## src/rtl/pwp_pkg.sv

```systemverilog
// shared types and constants of the peer wire parser
// no dependencies
package pwp_pkg;
  localparam int MaxLenW = 21;
  localparam logic [20:0] MaxLenReset = 21'd65536;
  localparam int QueueDepth = 4;

  typedef enum logic [4:0] {
    EV_HS_OK = 5'd0, EV_PEER_ID = 5'd1, EV_KEEPALIVE = 5'd2, EV_CHOKE = 5'd3,
    EV_UNCHOKE = 5'd4, EV_INTERESTED = 5'd5, EV_NOT_INTERESTED = 5'd6,
    EV_HAVE = 5'd7, EV_BF_START = 5'd8, EV_BF_BYTE = 5'd9, EV_REQUEST = 5'd10,
    EV_BLOCK_HDR = 5'd11, EV_BLOCK_BYTE = 5'd12, EV_EXT_START = 5'd13,
    EV_EXT_BYTE = 5'd14, EV_OTHER = 5'd15, EV_BAD_PROTO = 5'd16,
    EV_BAD_HASH = 5'd17, EV_TOO_LONG = 5'd18
  } event_t;

  typedef enum logic [2:0] {
    PH_HANDSHAKE, PH_LENGTH, PH_ID, PH_PAYLOAD, PH_CLOSED
  } phase_t;

  localparam logic [1:0] REG_HASH_HIGH = 2'd0;
  localparam logic [1:0] REG_HASH_MIDDLE = 2'd1;
  localparam logic [1:0] REG_HASH_LOW = 2'd2;
  localparam logic [1:0] REG_MAX_LEN = 2'd3;

  localparam logic [7:0] ID_CHOKE = 8'd0, ID_UNCHOKE = 8'd1, ID_INTERESTED = 8'd2;
  localparam logic [7:0] ID_NOT_INTERESTED = 8'd3, ID_HAVE = 8'd4;
  localparam logic [7:0] ID_BITFIELD = 8'd5, ID_REQUEST = 8'd6, ID_PIECE = 8'd7;
  localparam logic [7:0] ID_EXTENDED = 8'd20;

  typedef struct packed {
    event_t      ev;
    logic [7:0]  data;
    logic [31:0] piece;
    logic [31:0] offset;
    logic [31:0] len;
    logic        last;
    logic        choking;
    logic        interested;
    logic        ext;
    logic        closed;
  } result_t;

  function automatic logic [7:0] proto_char(input logic [4:0] i);
    logic [7:0] c;
    case (i)
      5'd0: c = "B";  5'd1: c = "i";  5'd2: c = "t";  5'd3: c = "T";
      5'd4: c = "o";  5'd5: c = "r";  5'd6: c = "r";  5'd7: c = "e";
      5'd8: c = "n";  5'd9: c = "t";  5'd10: c = " "; 5'd11: c = "p";
      5'd12: c = "r"; 5'd13: c = "o"; 5'd14: c = "t"; 5'd15: c = "o";
      5'd16: c = "c"; 5'd17: c = "o"; 5'd18: c = "l";
      default: c = 8'd0;
    endcase
    return c;
  endfunction
endpackage

```

## src/rtl/pwp_front.sv

```systemverilog
// front part: per-byte parser that classifies the stream into result items
// depends on pwp_pkg
module pwp_front (
  input  logic              clk,
  input  logic              rst,
  input  logic              in_valid,
  input  logic [7:0]        in_byte,
  output logic              in_ready,
  input  logic              cfg_valid,
  input  logic [1:0]        cfg_index,
  input  logic [63:0]       cfg_data,
  output logic              res_valid,
  output pwp_pkg::result_t  res,
  input  logic              q_full
);
  import pwp_pkg::*;

  logic [63:0] hash_high, hash_middle;
  logic [31:0] hash_low;
  logic [MaxLenW-1:0] max_len;
  phase_t phase, phase_next;
  logic [6:0] pos, pos_next;
  logic [31:0] len_acc, len_acc_next;
  logic [20:0] remaining, remaining_next;
  logic [7:0] kind, kind_next;
  logic [31:0] f_piece, f_piece_next, f_offset, f_offset_next, f_len, f_len_next;
  logic ext_bit, ext_bit_next, choked, choked_next, wants, wants_next;
  logic [7:0] hbyte;
  logic [4:0] hidx;
  logic [31:0] plen, k, acc_shift;
  logic [20:0] rem_dec;
  logic fire, emit;
  event_t ev;
  logic [7:0] r_data;
  logic [31:0] r_piece, r_off, r_len;
  logic r_last;

  assign in_ready = !q_full;
  assign fire = in_valid && in_ready;

  always_ff @(posedge clk) begin
    if (rst) begin
      hash_high <= '0;
      hash_middle <= '0;
      hash_low <= '0;
      max_len <= MaxLenReset;
    end else if (cfg_valid) begin
      case (cfg_index)
        REG_HASH_HIGH: hash_high <= cfg_data;
        REG_HASH_MIDDLE: hash_middle <= cfg_data;
        REG_HASH_LOW: hash_low <= cfg_data[31:0];
        REG_MAX_LEN: max_len <= cfg_data[MaxLenW-1:0];
        default: ;
      endcase
    end
  end

  always_comb begin
    hidx = 5'(pos - 7'd28);
    if (hidx < 5'd8) hbyte = hash_high[8'(7 - hidx[2:0]) * 8 +: 8];
    else if (hidx < 5'd16) hbyte = hash_middle[8'(7 - hidx[2:0]) * 8 +: 8];
    else hbyte = hash_low[8'(3 - hidx[1:0]) * 8 +: 8];
  end

  always_comb begin
    phase_next = phase; pos_next = pos; len_acc_next = len_acc;
    remaining_next = remaining; kind_next = kind;
    f_piece_next = f_piece; f_offset_next = f_offset; f_len_next = f_len;
    ext_bit_next = ext_bit; choked_next = choked; wants_next = wants;
    emit = 1'b0; ev = EV_HS_OK; r_data = '0; r_piece = '0; r_off = '0;
    r_len = '0; r_last = 1'b0;
    plen = len_acc - 32'd1;
    k = plen - {11'd0, remaining};
    rem_dec = remaining - 21'd1;
    acc_shift = (pos == 7'd0) ? {24'd0, in_byte} : {len_acc[23:0], in_byte};
    case (phase)
      PH_HANDSHAKE: begin
        pos_next = pos + 7'd1;
        if (pos == 7'd0) begin
          if (in_byte != 8'd19) begin emit = 1'b1; ev = EV_BAD_PROTO; phase_next = PH_CLOSED; end
        end else if (pos < 7'd20) begin
          if (in_byte != proto_char(5'(pos - 7'd1))) begin
            emit = 1'b1; ev = EV_BAD_PROTO; phase_next = PH_CLOSED;
          end
        end else if (pos < 7'd28) begin
          if (pos == 7'd25) ext_bit_next = in_byte[4];
        end else if (pos < 7'd48) begin
          if (in_byte != hbyte) begin
            emit = 1'b1; ev = EV_BAD_HASH; phase_next = PH_CLOSED;
          end else if (pos == 7'd47) begin
            emit = 1'b1; ev = EV_HS_OK;
          end
        end else begin
          emit = 1'b1; ev = EV_PEER_ID; r_data = in_byte;
          if (pos >= 7'd67) begin
            r_last = 1'b1; phase_next = PH_LENGTH; pos_next = '0; len_acc_next = '0;
          end
        end
      end
      PH_LENGTH: begin
        len_acc_next = acc_shift;
        pos_next = pos + 7'd1;
        if (pos == 7'd3) begin
          pos_next = '0;
          if (acc_shift > {11'd0, max_len}) begin
            emit = 1'b1; ev = EV_TOO_LONG; phase_next = PH_CLOSED;
          end else if (acc_shift == 32'd0) begin
            emit = 1'b1; ev = EV_KEEPALIVE;
          end else phase_next = PH_ID;
        end
      end
      PH_ID: begin
        kind_next = in_byte;
        f_piece_next = '0; f_offset_next = '0; f_len_next = '0;
        remaining_next = plen[20:0];
        phase_next = (plen == 32'd0) ? PH_LENGTH : PH_PAYLOAD;
        pos_next = '0;
        emit = 1'b1;
        case (in_byte)
          ID_CHOKE: begin choked_next = 1'b1; ev = EV_CHOKE; end
          ID_UNCHOKE: begin choked_next = 1'b0; ev = EV_UNCHOKE; end
          ID_INTERESTED: begin wants_next = 1'b1; ev = EV_INTERESTED; end
          ID_NOT_INTERESTED: begin wants_next = 1'b0; ev = EV_NOT_INTERESTED; end
          ID_HAVE, ID_REQUEST, ID_PIECE: emit = 1'b0;
          ID_BITFIELD: begin ev = EV_BF_START; r_len = plen; end
          ID_EXTENDED: begin ev = EV_EXT_START; r_len = plen; end
          default: begin ev = EV_OTHER; r_data = in_byte; r_len = plen; end
        endcase
      end
      PH_PAYLOAD: begin
        remaining_next = rem_dec;
        if (rem_dec == 21'd0) begin phase_next = PH_LENGTH; pos_next = '0; end
        if (kind == ID_HAVE || kind == ID_REQUEST || kind == ID_PIECE) begin
          if (k < 32'd4) f_piece_next = {f_piece[23:0], in_byte};
          else if (k < 32'd8) f_offset_next = {f_offset[23:0], in_byte};
          else if (k < 32'd12) f_len_next = {f_len[23:0], in_byte};
        end
        case (kind)
          ID_HAVE: if (k == 32'd3) begin
            emit = 1'b1; ev = EV_HAVE; r_piece = f_piece_next;
          end
          ID_REQUEST: if (k == 32'd11) begin
            emit = 1'b1; ev = EV_REQUEST; r_piece = f_piece_next;
            r_off = f_offset_next; r_len = f_len_next;
          end
          ID_PIECE: begin
            if (k == 32'd7) begin
              emit = 1'b1; ev = EV_BLOCK_HDR; r_piece = f_piece_next;
              r_off = f_offset_next; r_len = plen - 32'd8;
            end else if (k > 32'd7) begin
              emit = 1'b1; ev = EV_BLOCK_BYTE; r_data = in_byte; r_last = rem_dec == 21'd0;
            end
          end
          ID_BITFIELD: begin
            emit = 1'b1; ev = EV_BF_BYTE; r_data = in_byte; r_last = rem_dec == 21'd0;
          end
          ID_EXTENDED: begin
            emit = 1'b1; ev = EV_EXT_BYTE; r_data = in_byte; r_last = rem_dec == 21'd0;
          end
          default: ;
        endcase
      end
      default: phase_next = PH_CLOSED;
    endcase
  end

  always_ff @(posedge clk) begin
    if (rst) begin
      phase <= PH_HANDSHAKE; pos <= '0; len_acc <= '0; remaining <= '0; kind <= '0;
      f_piece <= '0; f_offset <= '0; f_len <= '0;
      ext_bit <= 1'b0; choked <= 1'b1; wants <= 1'b0;
    end else if (fire) begin
      phase <= phase_next; pos <= pos_next; len_acc <= len_acc_next;
      remaining <= remaining_next; kind <= kind_next;
      f_piece <= f_piece_next; f_offset <= f_offset_next; f_len <= f_len_next;
      ext_bit <= ext_bit_next; choked <= choked_next; wants <= wants_next;
    end
  end

  assign res_valid = fire && emit;
  always_comb begin
    res.ev = ev; res.data = r_data; res.piece = r_piece; res.offset = r_off;
    res.len = r_len; res.last = r_last; res.choking = choked_next;
    res.interested = wants_next; res.ext = ext_bit_next;
    res.closed = phase_next == PH_CLOSED;
  end
endmodule

```

## src/rtl/pwp_queue.sv

```systemverilog
// result queue between the parser and the output channel
// depends on pwp_pkg
module pwp_queue #(
  parameter int Depth = pwp_pkg::QueueDepth
) (
  input  logic             clk,
  input  logic             rst,
  input  logic             wr_valid,
  input  pwp_pkg::result_t wr_data,
  output logic             full,
  output logic             rd_valid,
  output pwp_pkg::result_t rd_data,
  input  logic             rd_ready
);
  import pwp_pkg::*;
  localparam int AW = $clog2(Depth);
  result_t mem [Depth];
  logic [AW-1:0] wp, rp;
  logic [AW:0] count;
  logic wr, rd;

  assign rd = rd_valid && rd_ready;
  assign wr = wr_valid;
  assign full = count == (AW+1)'(Depth);
  assign rd_valid = count != '0;
  assign rd_data = mem[rp];

  always_ff @(posedge clk) begin
    if (wr) mem[wp] <= wr_data;
  end

  always_ff @(posedge clk) begin
    if (rst) begin
      wp <= '0; rp <= '0; count <= '0;
    end else begin
      if (wr) wp <= (wp == AW'(Depth - 1)) ? '0 : wp + AW'(1);
      if (rd) rp <= (rp == AW'(Depth - 1)) ? '0 : rp + AW'(1);
      count <= count + (AW+1)'(wr) - (AW+1)'(rd);
    end
  end
endmodule

```

## src/rtl/peer_wire_message_parser_unit.sv

```systemverilog
// top level of the peer wire message parser
// depends on pwp_pkg, pwp_front, pwp_queue
//
// receive side parser for the peer wire protocol. bytes of the peer stream
// enter on the s_axis channel, one per transaction, tdata = rx_byte.
// results leave on m_axis, at most one per input byte: tdata packs
// event_res, data_byte, piece_index, block_offset, item_length, the four
// status flags; tlast is last_byte.
// configuration: cfg_valid/cfg_ready with cfg_index 0..3 (info hash high,
// middle, low, max message length) and 64-bit cfg_data; write while idle.
// a result is registered in the result queue when its byte is taken and leaves from there on m_axis.
// throughput: one byte per cycle while the result queue is not full.
// a four-entry result queue parts the parser from the output; when the
// receiver stalls the queue fills and s_axis_tready drops while it is full.
// reset: handshake phase, flags cleared but choked set, queue empty,
// max length back to 65536, info hash zero.
module peer_wire_message_parser_unit #(
  parameter int QDepth = pwp_pkg::QueueDepth
) (
  input  logic          clk,
  input  logic          rst,
  input  logic          s_axis_tvalid,
  output logic          s_axis_tready,
  input  logic [7:0]    s_axis_tdata,   // rx_byte
  output logic          m_axis_tvalid,
  input  logic          m_axis_tready,
  // event_res[4:0] data_byte[12:5] piece_index[44:13] block_offset[76:45]
  // item_length[108:77] peer_choking_flag[109] peer_interested_flag[110]
  // extension_supported[111] link_closed[112], zero fill to 120
  output logic [119:0]  m_axis_tdata,
  output logic          m_axis_tlast,   // last_byte
  input  logic          cfg_valid,
  output logic          cfg_ready,
  input  logic [1:0]    cfg_index,
  input  logic [63:0]   cfg_data
);
  import pwp_pkg::*;
  result_t res, q_out;
  logic res_valid, q_full;

  assign cfg_ready = 1'b1;

  pwp_front u_front (
    .clk, .rst, .in_valid(s_axis_tvalid), .in_byte(s_axis_tdata),
    .in_ready(s_axis_tready), .cfg_valid, .cfg_index, .cfg_data,
    .res_valid, .res, .q_full
  );

  pwp_queue #(.Depth(QDepth)) u_queue (
    .clk, .rst, .wr_valid(res_valid), .wr_data(res), .full(q_full),
    .rd_valid(m_axis_tvalid), .rd_data(q_out), .rd_ready(m_axis_tready)
  );

  // pack the fields lowest first
  assign m_axis_tdata = {7'd0, q_out.closed, q_out.ext, q_out.interested,
                         q_out.choking, q_out.len, q_out.offset, q_out.piece,
                         q_out.data, q_out.ev};
  assign m_axis_tlast = q_out.last;
endmodule

```

## config.mk

```make
export PLATFORM = sky130hd
export DESIGN_NAME = peer_wire_message_parser_unit
export DESIGN_NICKNAME = d
export VERILOG_FILES = /design/src/rtl/pwp_pkg.sv /design/src/rtl/pwp_front.sv /design/src/rtl/pwp_queue.sv /design/src/rtl/peer_wire_message_parser_unit.sv
export SDC_FILE = /design/constraint.sdc
export NUM_CORES = 2
export LEC_CHECK = 0
export BUFFER_PORTS_ARGS = -buffer_cell sky130_fd_sc_hd__buf_2
export CAP_MARGIN = 10
export CORE_ASPECT_RATIO = 1.4
export CORE_MARGIN = 2
export CORE_UTILIZATION = 49
export DETAILED_ROUTE_END_ITERATION = 8
export GPL_ROUTABILITY_DRIVEN = 0
export PLACE_DENSITY = 0.66
export SETUP_SLACK_MARGIN = 0.4
export SLEW_MARGIN = 5
export SYNTH_ARGS = -nofsm -noshare
export SYNTH_HDL_FRONTEND = slang
export SYNTH_SLANG_ARGS = --single-unit
```

## constraint.sdc

```tcl
create_clock -name clk -period 15.4 [get_ports clk]
set_input_delay 1.54 -clock clk [delete_from_list [all_inputs] [get_ports clk]]
set_output_delay 1.54 -clock clk [all_outputs]
set_load 0.02 [all_outputs]
```

# == After elaboration in Yosys (flattened, before gate mapping) ==
# Memories as Yosys holds them, arrays and structs flattened. A register that Yosys moved wholly into a read port is not among the register bits.
# Index checks and enable logic that the tools add are counted.
# Widths: inputs -> output; s select.
# classes
addsub,13
order_cmp,11
eq_ne,38
shift,3
n_mux,129
reduce_logical,29
# op_table
op,count
$mux 32,25
$pmux 32 s2,7
$shiftx 64x12->8,2
$mux 8,12
$pmux 32 s3,1
$eq 8x3->1 const B,8
$logic_not 32->1,2
$lt 32x4->1 const B,2
$mux 5,10
$mux 7,7
$pmux 21 s2,1
$mux 3,13
$eq 32x2->1 const B,1
$eq 32x3->1 const B,1
$eq 32x4->1 const B,1
$gt 32x21->1,1
$gt 32x3->1 const B,1
$lt 32x3->1 const B,1
$mux 1,32
$shiftx 32x12->8,1
$sub 32x1->32 const B,1
$sub 32x21->32,1
$sub 32x4->32 const B,1
$pmux 4 s7,1
other kinds (57),90
# totals
register_bits,358
ramBits,456
mem_bits_ro,224
output_inout_bits,124
elab_cells,243
n_memories,2
# memory_table
memory,depth,word_bits,read_ports,rd_ports_with_merged_regs,write_ports,line_no,source
u_queue.mem,4,114,1,1,1,pwp_queue.sv:17,result_t mem [Depth];
(name not given),32,7,1,0,0,pwp_pkg.sv:46,case (i)

# == Logic depth before layout (Yosys ltp) ==
# depth
word_depth,15
mapped_depth,27
ltp_nobuf,25

# == Hierarchy ==
# From an unflattened synthesis, not the netlist that was laid out.
# unflattened
cells_unflattened,3362
area_unflattened_um2,37972.7
# by_module_without_submodules
module,n_inst,cells_each,area_per_inst_um2,seq_area_each_um2
pwp_front,1,2709,20943.8,7026.7
pwp_queue,1,643,16961.3,13873.3
peer_wire_message_parser_unit,1,10,67.6,0.0

# == Worst setup path after synthesis ==
# No wires, ideal clock.
# synth_timing
path_kind,register to register
startpoint,reg u_front.len_acc[0]
endpoint,"mem u_queue.mem[0][0] (netlist name), enable pin"
setup_time_ns,0.487
t_arrival_ns,7.739
setup_slack_ns,7.175
stages_incl_launch_ff,22
synth_period_minus_slack_ns,8.225
path_cell_list,dfxtp_1 > inv_1 > ha_1 > clkbuf_1 > nor4b_4 > nand4_1 > or3_1 > xor2_1 > inv_1 > ha_1 > clkbuf_1 > nand4_1 > nor2b_1 > or4b_1 > o21a_1 > or3_1 > a2111oi_0 > and4_1 > nand3_1 > a31o_1 > nand2_1 > and2_1
# synth_between
elab_chain_cells,10
elab_cells_between_ends,21
classes_between,add/sub: 2; order compare: 2; eq/ne: 3; mux: 12; reduce/logical: 2
# synth_rtl
element,line_no,source
from (decl),pwp_front.sv:23,"logic [31:0] len_acc, len_acc_next;"
from (signal assigned),pwp_front.sv:173,phase <= phase_next; pos <= pos_next; len_acc <= len_acc_next;
$sub 32x1->32,pwp_front.sv:72,plen = len_acc - 32'd1;
$sub 32x21->32,pwp_front.sv:73,"k = plen - {11'd0, remaining};"
$gt 32x3->1,pwp_front.sv:150,end else if (k > 32'd7) begin
$mux 1,pwp_front.sv:150,
$mux 1,pwp_front.sv:147,if (k == 32'd7) begin
$pmux 1 s4,pwp_front.sv:138,case (kind)
$pmux 1 s4 (*),pwp_front.sv:76,case (phase)
$logic_and 1x1->1 (*),pwp_front.sv:180,assign res_valid = fire && emit;
net res_valid,peer_wire_message_parser_unit.sv:39,"logic res_valid, q_full;"
$mux 1 (*),pwp_queue.sv:29,if (wr) mem[wp] <= wr_data;
$mux 1 (not written as such) (*),pwp_queue.sv:29,
to (decl),pwp_queue.sv:17,
# Mark *: on every way through the listed nets, which the timed path passes. The rest lies on a longest branch.

# == Worst setup path in the final report ==
# layout_timing
startpoint,reg u_front.len_acc[0]
endpoint,"mem u_queue.mem[1][24] (netlist name), enable pin"
# The elaborated chain is that of the path after synthesis.

==> run_results.csv <==
group,metric,value,unit
outcome,status,"finished, final reports clean",
grt,antenna_found_initial,7,
power_and_ir_drop,p_leak,14.2,nW
timing,finalClockSkew,0.0237,ns
logic_synthesis,yosysWarnings,0,
final_layout,areaGrowthSynthToFinish,10.8,%
clock_tree,postCtsSetupBuffers,0,
critical_path,critPathMaxFanout,71,
timing,fmax,122,MHz
routing,drtIter0Drc,2123,
routing,postRouteAntennaNets,0,
critical_path,critPathMaxStageDelay,0.83,ns
logic_synthesis,avgSynthCellArea,11.0,µm²
logic_synthesis,synth_most_common_cell,"nand2_1",
grt,grt_max_degree,219,
placement,pre_cts_slack,7.29,ns
grt,grt.total_usage,24.9,%
clock_tree,path_clk_slew,0.06,ns
critical_path,reg2reg_to,"u_queue.mem[1][24]$_DFFE_PP_",
power_and_ir_drop,vdd_drop_max,98.3,µV
timing,max_slew_margin,9.21,%
timing,setup_violations,0,
logic_synthesis,synth_top_cell_by_area,"edfxtp_1",
final_layout,drive_above_1_share,15.8,%
clock_tree,cts_sinks,816,
critical_path,slowest_stage,"buf_4",
timing,worstMarginPinSlew,1.35,ns
critical_path,critPathCaptureType,"register",
placement,port_buffers,194,
critical_path,critPathLaunchType,"register",
grt,grt_pass1_wl,154000,µm
clock_tree,post_cts_resized,0,
critical_path,regToRegStartpoint,"u_front.len_acc[0]$_SDFFE_PP0P_",
floorplanning,die_w,240,µm
grt,grt-ovfl-total,0,
logic_synthesis,synth_area,38100,µm²
power_and_ir_drop,power_density,135,nW/µm²
flow_run,drv_cap,0,
worst_hold_path,hold_path_class,"register to register",
critical_path,rrSetupSlack,7.20,ns
logic_synthesis,synth_edf_count,456,
clock_tree,cts_tree,"done",
logic_synthesis,synth_seq_cells,816,
routing,dr.pass1.iters,6,
timing,report.final.hold_viol_count,0,
timing,rsz0062_at_grt,"no",
floorplanning,io_pins,203,
critical_path,critPathRequiredTime,15.67,ns
logic_synthesis,yosysSeqAreaShare,54.9,%
logic_synthesis,ys_top_cells_by_count,"nand2_1, edfxtp_1, dfxtp_1, a21oi_1, nor2_1",
timing,finalCriticalPeriod,8.20,ns
critical_path,path_class,"register to register",
floorplanning,rows,121,
floorplanning,dieArea,80000,µm²
timing,layout_setup_ws,7.20,ns
routing,post_drt_wl_per_cell,21.7,µm
critical_path,ff2ff_path_depth,21,
clock_tree,worstSkewPairLatency,0.64,ns
clock_tree,cts_buffers,77,
logic_synthesis,synthTopCellsByArea,"edfxtp_1, dfxtp_1, mux4_2, nand2_1, a21oi_1",
critical_path,arrival,8.46,ns
grt,grt_pass1_vias,26700,
logic_synthesis,syn_inst,3458,
routing,routed-via-count,27500,
clock_tree,clockBufferDepth,3,
final_layout,layout.nets,3666,
routing,routed_wl,101000,µm
critical_path,cp-startpoint,"u_front.len_acc[0]$_SDFFE_PP0P_",
routing,avgViaCountPerCell,5.94,
routing,drc,0,
logic_synthesis,synth-main-ff-cell,"edfxtp_1",
critical_path,crit_chain,"inv_1, ha_1, nor4b_4, nand4_1, or3_1, xor2_1, inv_1, ha_1, a21oi_1, o21ai_0, or4b_1, o21a_1, or3_1, a2111oi_0, and4_1, nand3_1, a31o_1, nand2_1, and2_4, buf_4, buf_4",
floorplanning,start_util,49.2,%
critical_path,cp-endpoint,"u_queue.mem[1][24]$_DFFE_PP_",
floorplanning,coreArea,77400,µm²
timing,drv_slew,0,
timing,tns,0,ns
clock_tree,ctsHoldBuffers,0,
clock_tree,cts-htree-levels,3,
floorplanning,fp.dieH,334,µm
final_layout,fillCellCount,6692,
clock_tree,cts_root_buf,"clkbuf_16",
logic_synthesis,synth.top_cell.area_share,35.9,%
timing,fin_crit_sh,53.2,%
logic_synthesis,synthArstFlopShare,0,%
placement,hpwlAfterDp,66600,µm
logic_synthesis,ys_types,98,
==> critical path: cells and delay by family (launching register included) <==
family	cells	cell delay, ns
AOI/OAI and AO/OA	5	1.47
adders and majority gates	2	0.62
DFF	1	0.44
and+or+nand+nor	9	3.13
xor gates and xnor gates	1	0.31
buffers and inverters	4	1.77
==> final cells by class <==
cell class	count	area (µm²)	share of cell area [%]
Sequential cell	816	20900	49.5
Multi-Input combinational cell	2302	15900	37.6
Clock buffer	97	2060	4.89
Tap cell	1045	1310	3.10
Timing Repair Buffer	232	1300	3.08
Clock inverter	41	428	1.01
Inverter	92	345	0.818
Antenna cell	1	2.50	0.00593
==> power by group <==
part	switching (mW)	total [mW]	internal, mW
Combinational	0.781	1.24	0.463
Clock	0.840	1.90	1.06
Sequential	0.0820	2.55	2.47
==> per-stage QoR <==
stage | hold slack [ns] | cells | total power, mW | util (%) | cell area (µm²)
6_report | 0.450 | 4626 | 5.70 | 54.6 | 42200
2_1_floorplan | 0.433 | 3464 | 3.45 | - | 38100
3_5_place_dp | 0.443 | 4486 | 3.86 | 51.3 | 39700
4_1_cts | 0.451 | 4624 | 5.75 | 54.5 | 42200
5_1_grt | 0.465 | 4625 | 5.92 | 54.6 | 42200
3_3_place_gp | 0.439 | 4486 | 3.85 | 51.3 | 39700
==> placed cells by master (no fill, tap or decap), types with 36 or more instances in the layout <==
cell type  Yosys  layout
edfxtp_1     456     456
buf_2         34     193
inv_1         91      91
o21ai_0       90      89
nand3_1       72      72
ha_1          64      64
nor3_1        51      51
buf_4         12      36
dfxtp_1      360     356
mux4_2       157     157
nor2_1       259     258
a22oi_1      102     102
nand2_1      587     587
xnor2_1       56      56
a21oi_1      326     326
mux2i_1       77      77
clkbuf_16      0      79
==> routing by layer <==
layer / GRT usage [%] / share of wire [%]
met1: 30.9 / 40
met2: 42.3 / 50
met3: 4.21 / 6.0
met4: 11.5 / 4.6
met5: 0 / 0.073
==> state kept, by name, summed over array words and instances, names as in the netlist, named ones only <==
signal               count
u_front.remaining       21
u_front.f_offset        32
u_queue.wp               2
u_front.f_len           32
u_front.choked           1
u_front.kind             8
u_queue.mem            456
u_front.hash_high       64
u_queue.rp               2
u_front.hash_middle     64
u_front.len_acc         32
u_front.f_piece         32
u_front.phase            3
u_front.max_len         21
u_front.pos              7
u_front.hash_low        32
u_queue.count            3
u_front.ext_bit          1
u_front.wants            1
==> kinds of logic (layout without fill, tap and decap cells) <==
family / count (synthesis) / count (layout) / synth area share (%)
adder cells (fa/ha/maj): 66 / 66 / 2.21
other: 2 / 9 / 0.0197
XOR/XNOR: 87 / 87 / 2.00
AND/OR/NAND/NOR: 1190 / 1190 / 14.1
buffers and inverters: 346 / 462 / 3.70
AO/OA/AOI/OAI: 713 / 713 / 11.7
multiplexers: 238 / 238 / 11.4
flip-flops: 816 / 816 / 54.9
==> how the worst min path moves through the flow <==
stage / startpoint / endpoint / slack, ns / cells after the start
final: u_front.hash_middle[46]$_SDFFE_PP0P_ / u_front.hash_middle[46]$_SDFFE_PP0P_ / 0.45 / 2
after global routing: u_front.kind[7]$_SDFFE_PP0P_ / u_front.kind[7]$_SDFFE_PP0P_ / 0.47 / 2
after CTS: u_front.hash_middle[46]$_SDFFE_PP0P_ / u_front.hash_middle[46]$_SDFFE_PP0P_ / 0.45 / 2
after detailed placement: u_front.hash_middle[46]$_SDFFE_PP0P_ / u_front.hash_middle[46]$_SDFFE_PP0P_ / 0.44 / 2
after global placement: u_front.hash_high[1]$_SDFFE_PP0P_ / u_front.hash_high[1]$_SDFFE_PP0P_ / 0.44 / 2
after floorplan: u_front.hash_high[0]$_SDFFE_PP0P_ / u_front.hash_high[0]$_SDFFE_PP0P_ / 0.43 / 2
Note: power is estimated with default switching activity, not from simulation.
